<file path="src/rtl/core/ght_pkg.sv">
package ght_pkg;

	localparam int SLOT_BITS  = 10;
	localparam int SLOT_COUNT = 1 << SLOT_BITS;
	localparam int HANDLE_W   = 16;

	localparam logic [HANDLE_W-1:0] GEN_STEP    = 16'd1024;
	localparam logic [HANDLE_W-1:0] ROOT_HANDLE = 16'd0;

	typedef logic [SLOT_BITS-1:0] slot_t;
	typedef logic [SLOT_BITS:0]   cnt_t;
	// msb set: slot holds no entry
	typedef logic [SLOT_BITS:0]   pos_t;
	typedef logic [HANDLE_W-1:0]  handle_t;

	localparam pos_t POS_ABSENT = '1;

	localparam logic [2:0] FUNC_ADD    = 3'd0;
	localparam logic [2:0] FUNC_REMOVE = 3'd1;
	localparam logic [2:0] FUNC_QUERY  = 3'd2;
	localparam logic [2:0] FUNC_SET    = 3'd3;
	localparam logic [2:0] FUNC_GET    = 3'd4;

	localparam logic [1:0] STS_OK      = 2'd0;
	localparam logic [1:0] STS_FULL    = 2'd1;
	localparam logic [1:0] STS_UNKNOWN = 2'd2;

	localparam logic [1:0] RES_ZERO   = 2'd0;
	localparam logic [1:0] RES_TAG    = 2'd1;
	localparam logic [1:0] RES_PARENT = 2'd2;

	typedef struct packed {
		logic       clr;
		logic       cap;
		logic       rd_ph;
		logic       rd_pos;
		logic       pos_cap;
		logic       wr_add;
		logic       wr_rm1;
		logic       wr_rm2;
		logic       wr_par;
		logic       out_ld;
		logic       out_found;
		logic [1:0] out_status;
		logic [1:0] res_sel;
	} cmd_t;

	typedef struct packed {
		logic       clr_last;
		logic [2:0] func;
		logic       full;
		logic       live_h;
		logic       live_ph;
		logic       ph_root;
	} sts_t;

endpackage

</file>
<file path="src/rtl/core/ght_ctrl.sv">
module ght_ctrl (
	input  logic          clk,
	input  logic          arst_n,
	input  logic          start,
	output logic          busy,
	input  ght_pkg::sts_t sts,
	output ght_pkg::cmd_t cmd
);

	localparam logic [1:0] S_CLEAR = 2'd0;
	localparam logic [1:0] S_IDLE  = 2'd1;
	localparam logic [1:0] S_ONE   = 2'd2;
	localparam logic [1:0] S_TWO   = 2'd3;

	logic [1:0] state_q;
	logic [1:0] state_d;

	always_ff @(posedge clk or negedge arst_n) begin
		if (!arst_n) begin
			state_q <= S_CLEAR;
		end else begin
			state_q <= state_d;
		end
	end

	assign busy = (state_q != S_IDLE);

	always_comb begin
		cmd     = '0;
		state_d = state_q;
		case (state_q)
			S_CLEAR: begin
				cmd.clr = 1'b1;
				if (sts.clr_last) begin
					state_d = S_IDLE;
				end
			end
			S_IDLE: begin
				if (start) begin
					cmd.cap = 1'b1;
					state_d = S_ONE;
				end
			end
			S_ONE: begin
				cmd.pos_cap = 1'b1;
				state_d     = S_IDLE;
				case (sts.func)
					ght_pkg::FUNC_ADD: begin
						cmd.out_ld = 1'b1;
						if (sts.full) begin
							cmd.out_status = ght_pkg::STS_FULL;
						end else begin
							cmd.wr_add    = 1'b1;
							cmd.out_found = 1'b1;
							cmd.res_sel   = ght_pkg::RES_TAG;
						end
					end
					ght_pkg::FUNC_REMOVE: begin
						if (sts.live_h) begin
							cmd.wr_rm1 = 1'b1;
							state_d    = S_TWO;
						end else begin
							cmd.out_ld     = 1'b1;
							cmd.out_status = ght_pkg::STS_UNKNOWN;
						end
					end
					ght_pkg::FUNC_QUERY: begin
						cmd.out_ld    = 1'b1;
						cmd.out_found = sts.live_h;
					end
					ght_pkg::FUNC_SET: begin
						if (sts.live_h) begin
							cmd.rd_ph = 1'b1;
							state_d   = S_TWO;
						end else begin
							cmd.out_ld     = 1'b1;
							cmd.out_status = ght_pkg::STS_UNKNOWN;
						end
					end
					ght_pkg::FUNC_GET: begin
						if (sts.live_h) begin
							cmd.rd_pos = 1'b1;
							state_d    = S_TWO;
						end else begin
							cmd.out_ld     = 1'b1;
							cmd.out_status = ght_pkg::STS_UNKNOWN;
						end
					end
					default: begin
						cmd.out_ld = 1'b1;
					end
				endcase
			end
			S_TWO: begin
				state_d       = S_IDLE;
				cmd.out_ld    = 1'b1;
				cmd.out_found = 1'b1;
				case (sts.func)
					ght_pkg::FUNC_REMOVE: begin
						cmd.wr_rm2 = 1'b1;
					end
					ght_pkg::FUNC_SET: begin
						if (sts.ph_root || sts.live_ph) begin
							cmd.wr_par = 1'b1;
						end else begin
							cmd.out_status = ght_pkg::STS_UNKNOWN;
						end
					end
					ght_pkg::FUNC_GET: begin
						cmd.res_sel = ght_pkg::RES_PARENT;
					end
					default: begin
						cmd.out_found = 1'b0;
					end
				endcase
			end
			default: begin
				state_d = S_CLEAR;
			end
		endcase
	end

endmodule

</file>
<file path="config.mk">
export PLATFORM = sky130hd
export DESIGN_NAME = ght_ctrl
export DESIGN_NICKNAME = d
export VERILOG_FILES = /design/src/rtl/core/ght_pkg.sv /design/src/rtl/core/ght_ctrl.sv
export SDC_FILE = /design/constraint.sdc
export NUM_CORES = 1
export LEC_CHECK = 0
export BUFFER_PORTS_ARGS = -buffer_cell sky130_fd_sc_hd__buf_2
export CORE_AREA = 2 2 39 41
export CTS_CLUSTER_SIZE = 12
export DETAILED_ROUTE_END_ITERATION = 10
export DIE_AREA = 0 0 41 43
export GPL_ROUTABILITY_DRIVEN = 0
export PLACE_DENSITY = 0.57
export SLEW_MARGIN = 20
export SYNTH_ARGS = -nofsm -noshare
export SYNTH_HDL_FRONTEND = slang
export SYNTH_SLANG_ARGS = --single-unit
</file>
<file path="constraint.sdc">
create_clock -name clk -period 2.3 [get_ports clk]
set_input_delay 0.46 -clock clk [delete_from_list [all_inputs] [get_ports clk]]
set_output_delay 0.46 -clock clk [all_outputs]
set_load 0.02 [all_outputs]
</file>
==> run_results.csv, run 1 <==
group,metric,value,unit
outcome,status,"finished clean",
placed_design,io_buffers,26,
floorplan,die_x,41,µm
finish,syn_to_final_growth,48.28,%
sta,setup_violations,0,
synthesis,synthXorXnorAreaFrac,0,%
synthesis,yosysTopAreaCell,"dfrtp_1",
detailed_routing,viasPerCell,4.779,
worst_hold_path,min_path_type,"input port to asynchronous set/reset pin",
worst_setup_path,endpoint_kind,"primary output",
grt,first_global_vias,385,
synthesis,ys_warn_count,0,
synthesis,synth_top_family_by_area,"simple AND/OR/NAND/NOR gates",
finish,nNetsFinal,96,
synthesis,synth_seq_area_share,13.79,%
finish,multiInputGateArea,290.3,µm²
clock_tree,htree_num_levels,1,
floorplan,rows,14,
sta,slew_headroom,86.08,%
clock_tree,cts-root-buf,"clkbuf_4",
synthesis,synth_fa_ha_area_share,13.79,%
floorplan,coreArea,1384,µm²
grt,grt_max_degree,9,
sta,max_freq,483.3,MHz
synthesis,synthMuxAreaShare,0,%
synthesis,ys.flop_type,"dfrtp_1",
synthesis,synthDistinctLibCells,27,
detailed_routing,drt_first_iter_violations,13,
flow_run,cap_violations,0,
power,ir_drop,0.3906,mV
synthesis,synth_compound_area_share,19.31,%
worst_setup_path,r2r-end,"state_q[1]$_DFFE_PN0P_",
synthesis,synth-async-reset-ratio,100.0,%
worst_setup_path,r2r-start,"state_q[0]$_DFFE_PN0P_",
sta,hold_viol,0,
power,total_power,401.9,µW
placed_design,dp_cells,91,
grt,antenna_found_initial,0,
clock_tree,clockBufferDepth,2,
floorplan,die-area,1763,µm²
floorplan,io_pins,27,
power,leakage,0.0003148,µW
sta,fin_skew,0.002232,ns
finish,drive_gt1_share,43.04,%
detailed_routing,via_count,454,
clock_tree,cts_tree,"done",
grt,grt_pass1_wl,1483,µm
floorplan,die_y,43,µm
sta,rsz0062_at_grt,"false",
worst_setup_path,r2r_cells,5,
worst_setup_path,start_kind,"register",
finish,final_util,38.88,%
finish,largest-register,"state_q",
finish,antenna_cells,0,
detailed_routing,ant_nets,0,
finish,reg.largest.list,"state_q x2",
detailed_routing,post_drt_wl_per_cell,10.00,µm
synthesis,yosysMostFrequentCell,"nor2_1",
synthesis,syn_avg_cell_area,7.257,µm²
floorplan,start_util,26.22,%
detailed_routing,post-route-drc-count,0,
synthesis,syn_inst,50,
worst_setup_path,ff2ff_setup_slack,1.03,ns
sta,min_period,2.069,ns
finish,largest_reg_flops,2,
synthesis,synthSimpleGateAreaFrac,46.90,%
grt,gr-usage-all-layers,12.76,%
clock_tree,clk_latency,0.22,ns
worst_setup_path,critPathMaxFanout,7,
clock_tree,cts_resized,0,
synthesis,synth_edf_count,0,
synthesis,netlist_area,362.8,µm²
finish,fill_cells,166,
finish,seqCellArea,50.05,µm²
worst_setup_path,worstSetupPathType,"register to primary output",
sta,tightest_slew,0.2086,ns
clock_tree,cts.sinks,2,
synthesis,synth_common_cells,"nor2_1, ha_1, inv_1, nand2_1, nand2b_1",
clock_tree,cts_made_buffers,3,
synthesis,synth_top_area_share,13.79,%
sta,setup_tns,0,ns
finish,fin_cells,95,
synthesis,synth.area.top_cells,"dfrtp_1, ha_1, nand2b_1",
power,power_density,747.0,nW/µm²
sta,fin_hold_ws,0.5517,ns
synthesis,synth_fp_nets,65,
clock_tree,cts_setup_buffers,0,
worst_setup_path,cp_data_required_time,1.84,ns
grt,overflow,0,
sta,slew_viol_final,0,
sta,fin_crit_sh,89.97,%
detailed_routing,wl,950,µm
synthesis,synth_seq_cells,2,
worst_setup_path,cp_data_arrival_time,1.61,ns
detailed_routing,drt-pass1-iter-count,4,
placed_design,dpl.hpwl,778.6,µm
clock_tree,clkTransAtPathRegs,0.03,ns
## timing repair
| action | 4_1_cts | 5_1_grt |
|---|---|---|
| setup endpoints to repair | 0 | 0 |
| hold buffers | 0 | 1 |
| hold endpoints to repair | 0 | 1 |
## critical path: stages, from the launching register on
cell      delay, ns
dfrtp_1        0.40
inv_1          0.12
ha_1           0.27
and2b_2        0.19
o211ai_1       0.08
a22oi_1        0.14
buf_2          0.19
## worst max-delay path by stage
stage | startpoint | slack [ns] | endpoint | depth (start not counted)
floorplan | state_q[0]$_DFFE_PN0P_ | 0.37 | cmd[4] | 5
global placement | state_q[0]$_DFFE_PN0P_ | 0.45 | cmd[4] | 6
detailed placement | state_q[0]$_DFFE_PN0P_ | 0.45 | cmd[4] | 6
CTS | state_q[0]$_DFFE_PN0P_ | 0.20 | cmd[4] | 6
global route | state_q[0]$_DFFE_PN0P_ | 0.08 | cmd[4] | 6
finish | state_q[0]$_DFFE_PN0P_ | 0.23 | cmd[4] | 6
## cell families (layout without fill, tap and decap cells)
kind of cell    Yosys count  after routing
simple gates             28             28
buf+inv                   5             34
flops                     2              2
compound gates           11             11
fa+ha+maj                 4              4
## layout by cell type (no fill, tap or decap), drive strengths merged
cell	instances
nand3b	1
nand2	4
dlygate4sd3	1
and3	3
and2b	2
and2	2
dfrtp	2
clkbuf	3
nand2b	4
a22oi	1
nor3b	1
nor2b	1
nor2	5
nand4	1
buf	26
a21oi	2
o211ai	1
o2111ai	1
o21ai	3
nor3	3
a31oi	1
inv	4
ha	4
nand3	1
a21o	2
## power breakdown
group          total [µW]  switching (µW)  internal [µW]
logic                 261             162           98.7
clock network        77.1            19.5           57.5
registers            63.7            13.4           50.3
## per-layer routing
metal  part of all wire (%)  wire, µm  global-route usage [%]
met1                     40       382                   11.94
met2                     50       471                   21.56
met3                     10        96                   4.712
met4                      0         0                   8.000
met5                      0         0                       0
## per-stage QoR
| stage | setup slack, ns | area (µm²) |
|---|---|---|
| after floorplan | 0.3711 | 362.8 |
| after global placement | 0.4458 | 505.5 |
| after detailed placement | 0.4485 | 505.5 |
| after CTS | 0.2011 | 528.0 |
| after global routing | 0.07921 | 538.0 |
| final | 0.2308 | 538.0 |
## area by class of cell
type	count	share of cell area, %
sequential	2	9.302
clock buffer	3	4.186
multi-input combinational	43	53.95
timing repair buffer	27	26.05
tap	16	3.721
inverter	4	2.791
No activity file was read; power rests on OpenSTA's default activity.
==> inputs of run 2 (changes only) <==
==> constraint.sdc (replaced) <==
create_clock -name clk -period 2.3 [get_ports clk]
set_input_delay 0.115 -clock clk [delete_from_list [all_inputs] [get_ports clk]]
set_output_delay 0.115 -clock clk [all_outputs]
set_load 0.02 [all_outputs]
==> run 2 against run 1 <==
Clock power hardly changed. Worst setup slack better by 0.36 ns. First-iteration DRC count is 46% lower. Flip-flop and latch count stayed put. Core utilization stayed put. Hold slack worse by 0.34 ns. Largest power group unchanged. Total power is 0.78% lower. Via count is 3.1% lower. Sequential power is 3.6% lower. Combinational power hardly changed. Clock skew is 0.0022 ns lower. Register-to-register slack better by 0.03 ns.
==> run_results.csv, run 2 (synthesis results as in run 1) <==
group,metric,value,unit
sta,fin_crit_sh,74.47,%
floorplan,io_pins,27,
worst_setup_path,start_kind,"register",
detailed_routing,wl,926,µm
clock_tree,cts_setup_buffers,0,
detailed_routing,post-route-drc-count,0,
worst_setup_path,worstSetupPathType,"register to primary output",
sta,rsz0062_at_grt,"false",
worst_setup_path,crit_path_cell_trace,"inv_1 -> ha_1 -> and2b_2 -> o211ai_1 -> a22oi_1 -> buf_2",
placed_design,postPlaceCellArea,505.5,µm²
clock_tree,htree_num_levels,1,
finish,syn_to_final_growth,48.28,%
flow_run,cap_violations,0,
worst_setup_path,slowest_stage,"dfrtp_1",
worst_setup_path,cp_data_arrival_time,1.60,ns
worst_setup_path,max_stage_delay,0.39,ns
placed_design,pre_cts_ws,0.8220,ns
sta,slew_viol_final,0,
worst_setup_path,r2r-start,"state_q[0]$_DFFE_PN0P_",
worst_setup_path,critPathBufInv,2,
detailed_routing,post_drt_wl_per_cell,9.747,µm
clock_tree,cts.sinks,2,
power,power_density,741.2,nW/µm²
sta,max_freq,583.9,MHz
floorplan,start_util,26.22,%
finish,largest-register,"state_q",
finish,design_area,538.0,µm²
clock_tree,clockBufferDepth,2,
power,ir_drop,0.3798,mV
detailed_routing,ant_nets,0,
worst_setup_path,cp_data_required_time,2.18,ns
clock_tree,clkTransAtPathRegs,0.03,ns
finish,layout_commonest_cell,"buf_2",
finish,drive_gt1_share,43.04,%
grt,gr-usage-all-layers,11.57,%
detailed_routing,viasPerCell,4.632,
clock_tree,cts_tree,"done",
grt,grt_pass1_wl,1366,µm
floorplan,rows,14,
sta,tightest_slew,0.2175,ns
clock_tree,clk_latency,0.22,ns
worst_setup_path,endpoint_kind,"primary output",
sta,fin_skew,0.0000001249,ns
outcome,status,"finished clean",
detailed_routing,drt_first_iter_violations,7,
floorplan,die-area,1763,µm²
worst_setup_path,critPathTopFamily,"flip-flops",
finish,most-common-layout-cells,"buf_2, nor2_1",
detailed_routing,drt-pass1-iter-count,2,
sta,hold_viol,0,
detailed_routing,via_count,440,
floorplan,coreArea,1384,µm²
finish,largest_reg_flops,2,
worst_setup_path,worstSetupStartpoint,"state_q[0]$_DFFE_PN0P_",
finish,reg.largest.list,"state_q x2",
finish,antenna_cells,0,
power,leakage,0.0003148,µW
sta,slew_headroom,85.48,%
clock_tree,cts_made_buffers,3,
finish,nNetsFinal,96,
worst_hold_path,min_path_type,"input port to asynchronous set/reset pin",
sta,min_period,1.713,ns
grt,first_global_vias,385,
grt,overflow,0,
floorplan,die_x,41,µm
sta,setup_violations,0,
placed_design,dpl.hpwl,754.2,µm
sta,setup_slack,0.5873,ns
sta,setup_tns,0,ns
grt,antenna_found_initial,0,
clock_tree,cts-root-buf,"clkbuf_4",
floorplan,die_y,43,µm
placed_design,io_buffers,26,
worst_setup_path,critPathMaxFanout,7,
grt,grt_max_degree,9,
[run 2: cell type report]
| type | instances | area (µm²) |
|---|---|---|
| clock buffers | 3 | 22.52 |
| fillers | 155 | 845.8 |
| inverters | 4 | 15.01 |
| multi-input cells | 43 | 290.3 |
| flip-flops and latches | 2 | 50.05 |
| well taps | 16 | 20.02 |
| repair buffers | 27 | 140.1 |
[run 2: report_power, final]
part	internal (µW)	total [µW]	switching, µW
sequential	50.3	61.4	11.1
clock	57.5	77.0	19.4
combinational	98.5	260	162
[run 2: through the flow]
| stage | instances | total power [µW] | hold WS (ns) | util (%) |
|---|---|---|---|---|
| 2_1_floorplan | 50 | 246.4 | -0.1806 | - |
| 3_3_place_gp | 91 | 322.9 | -0.09962 | 36.53 |
| 3_5_place_dp | 91 | 322.1 | -0.09872 | 36.53 |
| 4_1_cts | 95 | 408.1 | 0.1910 | 38.88 |
| 5_1_grt | 95 | 435.4 | 0.2122 | 38.88 |
| 6_report | 95 | 398.8 | 0.2087 | 38.88 |
[run 2: what timing repair did]
item | CTS | global route
endpoints found under the hold margin | 2 | 0
resized for setup | 0 | 0
hold buffers | 1 | 0
[run 2: worst paths after layout]
kind,end,slack [ns],cells after the start
min,state_q[1]$_DFFE_PN0P_,0.21,2
max in group asynchronous,state_q[0]$_DFFE_PN0P_,2.00,2
max reg2reg,state_q[1]$_DFFE_PN0P_,1.06,5
min reg2reg,state_q[0]$_DFFE_PN0P_,0.69,3
max,cmd[4],0.59,6
min in group clk,state_q[1]$_DFFE_PN0P_,0.24,3
[run 2: worst reg2reg max path: cells and delay by family (launching register included)]
kind / cells / cell delay, ns
compound gates: 1 / 0.06
fa+ha+maj: 1 / 0.31
buf+inv: 1 / 0.09
flops: 1 / 0.36
simple gates: 2 / 0.29
[run 2: metal layers]
| layer | vias to the layer above | part of all wire (%) | global-route usage [%] | wire length [µm] |
|---|---|---|---|---|
| li1 | 233 | - | - | - |
| met5 | - | 0 | 0 | 0 |
| met1 | 188 | 42 | 11.97 | 390 |
| met4 | 0 | 0 | 8.000 | 0 |
| met2 | 19 | 48 | 18.75 | 449 |
| met3 | 0 | 9.3 | 3.141 | 86 |
==> inputs of run 3 (changes only) <==
Settings changed: ABC_AREA from default to 1, PLACE_DENSITY 0.57 to 0.55.
Clock period 2.3 ns to 1.7 ns, I/O delays scaled along.
==> run 3 against run 2 <==
Die area stayed put. Sequential share of layout area rose by 0.36 points. Non-clock buffer count did not move. Area after synthesis shrank 7.6%. Flip-flop and latch count did not move. Global-route usage decreased by 1.8 points.
==> run_results.csv, run 3 <==
group,metric,value,unit
sta,fin_skew,0.001506,ns
power,swShare,50.79,%
placed_design,dpl.hpwl,729.7,µm
synthesis,netlist_area,335.3,µm²
detailed_routing,wl,850,µm
finish,seqCellArea,50.05,µm²
grt,overflow,0,
synthesis,synth_fp_nets,70,
synthesis,yosysTopAreaCell,"nand2_1",
floorplan,rows,14,
detailed_routing,drt-pass1-iter-count,4,
clock_tree,cts_made_buffers,3,
sta,max_freq,649.3,MHz
grt,antenna_found_initial,0,
placed_design,io_buffers,26,
sta,setup_tns,0,ns
worst_setup_path,critPathMaxFanout,6,
power,combPwrFrac,65.7,%
power,switching_power,288.3,µW
power,ir_drop,0.6735,mV
synthesis,synth_seq_cells,2,
grt,first_global_vias,334,
finish,fill_cells,172,
sta,slew_headroom,87.31,%
worst_setup_path,worstSetupPathType,"register to primary output",
detailed_routing,viasPerCell,4.158,
clock_tree,cts.sinks,2,
worst_setup_path,crit_path_cell_trace,"inv_1 -> ha_1 -> nand2_1 -> nor3_1 -> buf_2",
finish,drive_gt1_share,45.88,%
worst_setup_path,endpoint_kind,"primary output",
synthesis,synth_top_area_share,15.67,%
power,leakage,0.0003155,µW
synthesis,ys.flop_type,"dfrtp_1",
synthesis,synth-async-reset-ratio,100.0,%
finish,antenna_cells,0,
outcome,status,"finished clean",
detailed_routing,ant_nets,0,
finish,largest-register,"state_q",
sta,hold_viol,0,
sta,setup_violations,0,
power,power_density,1096,nW/µm²
grt,grt_pass1_wl,1207,µm
detailed_routing,drt_first_iter_violations,4,
power,p_seq_share,16.1,%
clock_tree,clk_latency,0.22,ns
clock_tree,clockBufferDepth,2,
clock_tree,cts-root-buf,"clkbuf_4",
worst_setup_path,start_kind,"register",
grt,grt_max_degree,7,
sta,tightest_slew,0.1904,ns
synthesis,synth_common_cells,"nand2_1, nor2_1, inv_1, ha_1",
clock_tree,clkTransAtPathRegs,0.03,ns
flow_run,cap_violations,0,
floorplan,coreArea,1384,µm²
floorplan,io_pins,27,
worst_setup_path,r2r-start,"state_q[1]$_DFFE_PN0P_",
finish,syn_to_final_growth,54.48,%
detailed_routing,post-route-drc-count,0,
sta,min_period,1.540,ns
synthesis,syn_inst,55,
synthesis,ys_warn_count,0,
sta,rsz0062_at_grt,"false",
floorplan,start_util,24.23,%
synthesis,yosysMostFrequentCell,"nand2_1",
sta,slew_viol_final,0,
clock_tree,htree_num_levels,1,
finish,design_area,518.0,µm²
finish,nNetsFinal,102,
worst_setup_path,max_stage_delay,0.40,ns
clock_tree,cts_tree,"done",
worst_setup_path,r2r_cells,7,
sta,fin_hold_ws,0.1766,ns
synthesis,syn_avg_cell_area,6.097,µm²
grt,gr-usage-all-layers,9.739,%
worst_setup_path,cp_data_arrival_time,1.46,ns
synthesis,synth_seq_area_share,14.93,%
worst_setup_path,r2r-end,"state_q[1]$_DFFE_PN0P_",
detailed_routing,via_count,420,
finish,reg.largest.list,"state_q x2",
sta,fin_crit_sh,90.59,%
floorplan,die_x,41,µm
worst_setup_path,ff2ff_setup_slack,0.46,ns
synthesis,synthDistinctLibCells,17,
placed_design,postPlaceCellArea,485.5,µm²
finish,layout_commonest_cell,"buf_2",
floorplan,die-area,1763,µm²
synthesis,synth_edf_count,0,
power,intPower,279.3,µW
worst_setup_path,cp_data_required_time,1.62,ns
finish,multiInputGateArea,247.7,µm²
worst_setup_path,slowest_stage,"dfrtp_1",
finish,most-common-layout-cells,"buf_2, nand2_1, nor2_1",
synthesis,synth.area.top_cells,"nand2_1, dfrtp_1, ha_1",
worst_hold_path,min_path_type,"input port to asynchronous set/reset pin",
power,power.share.clock,18.2,%
floorplan,die_y,43,µm
finish,largest_reg_flops,2,
detailed_routing,post_drt_wl_per_cell,8.416,µm
[run 3: cell types whose count changed after synthesis, moves of 4 or more]
cell      before  now
inv_1          4    8
nand2_1        4   14
nand2b_1       4    0
nor2_1         5    9
[run 3: cell type report]
class | count | area share, %
clock buffers | 3 | 4.348
inverters | 10 | 7.246
multi-input cells | 43 | 47.83
flip-flops and latches | 2 | 9.662
well taps | 16 | 3.865
repair buffers | 27 | 27.05
[run 3: metrics by stage]
step           total power, µW  setup WS, ns  std cells  utilization [%]
2_1_floorplan            363.1        0.1655         55                -
3_3_place_gp             470.1        0.4452         97            35.08
3_5_place_dp             471.7        0.3769         97            35.08
4_1_cts                  586.7        0.1410        101            37.43
5_1_grt                  634.3       0.06653        101            37.43
6_report                 567.7        0.1599        101            37.43
[run 3: worst max-delay path, delay by kind of cell, from the launching register on]
family                   cells  cell delay [ns]
adder cells (fa/ha/maj)      1             0.25
flip-flops                   1             0.40
buffers and inverters        2             0.28
AND/OR/NAND/NOR              2             0.29
[run 3: kinds of logic (layout without fill, tap and decap cells)]
group           after synthesis  count (layout)  share of synthesized area, %
compound gates                4               4                         8.207
buf+inv                      10              40                         11.20
fa+ha+maj                     4               4                         14.93
flops                         2               2                         14.93
simple gates                 35              35                         50.75
[run 3: worst max-delay path by stage]
| stage | start | endpoint | slack (ns) | cells past startpoint |
|---|---|---|---|---|
| after floorplan | state_q[0]$_DFFE_PN0P_ | cmd[0] | 0.17 | 4 |
| final | state_q[0]$_DFFE_PN0P_ | cmd[0] | 0.16 | 5 |
| after global routing | state_q[0]$_DFFE_PN0P_ | cmd[0] | 0.07 | 5 |
| after CTS | state_q[0]$_DFFE_PN0P_ | cmd[0] | 0.14 | 5 |
| after detailed placement | state_q[0]$_DFFE_PN0P_ | cmd[0] | 0.38 | 5 |
| after global placement | state_q[0]$_DFFE_PN0P_ | cmd[4] | 0.45 | 5 |
[run 3: routing by layer]
metal | global-route usage [%] | wire, µm
met5 | 0 | 0
met4 | 6.000 | 0
met3 | 0 | 73
met2 | 17.19 | 424
met1 | 10.61 | 352
[run 3: power by group through the flow]
stage                     clock network (µW)  logic, µW  registers [µW]
after global routing                     114        424            96.4
after floorplan                            0        276            86.8
after detailed placement                   0        379            92.7
after CTS                                111        384            92.1
after global placement                     0        380            90.3
final                                    103        373            91.3
[run 3: what timing repair did]
| item | CTS | global route |
|---|---|---|
| endpoints found under the hold margin | 2 | 0 |
| hold buffers | 1 | 0 |
| endpoints found under the setup margin | 0 | 0 |
| buffers inserted | 0 | 0 |
| resized for setup | 0 | 0 |
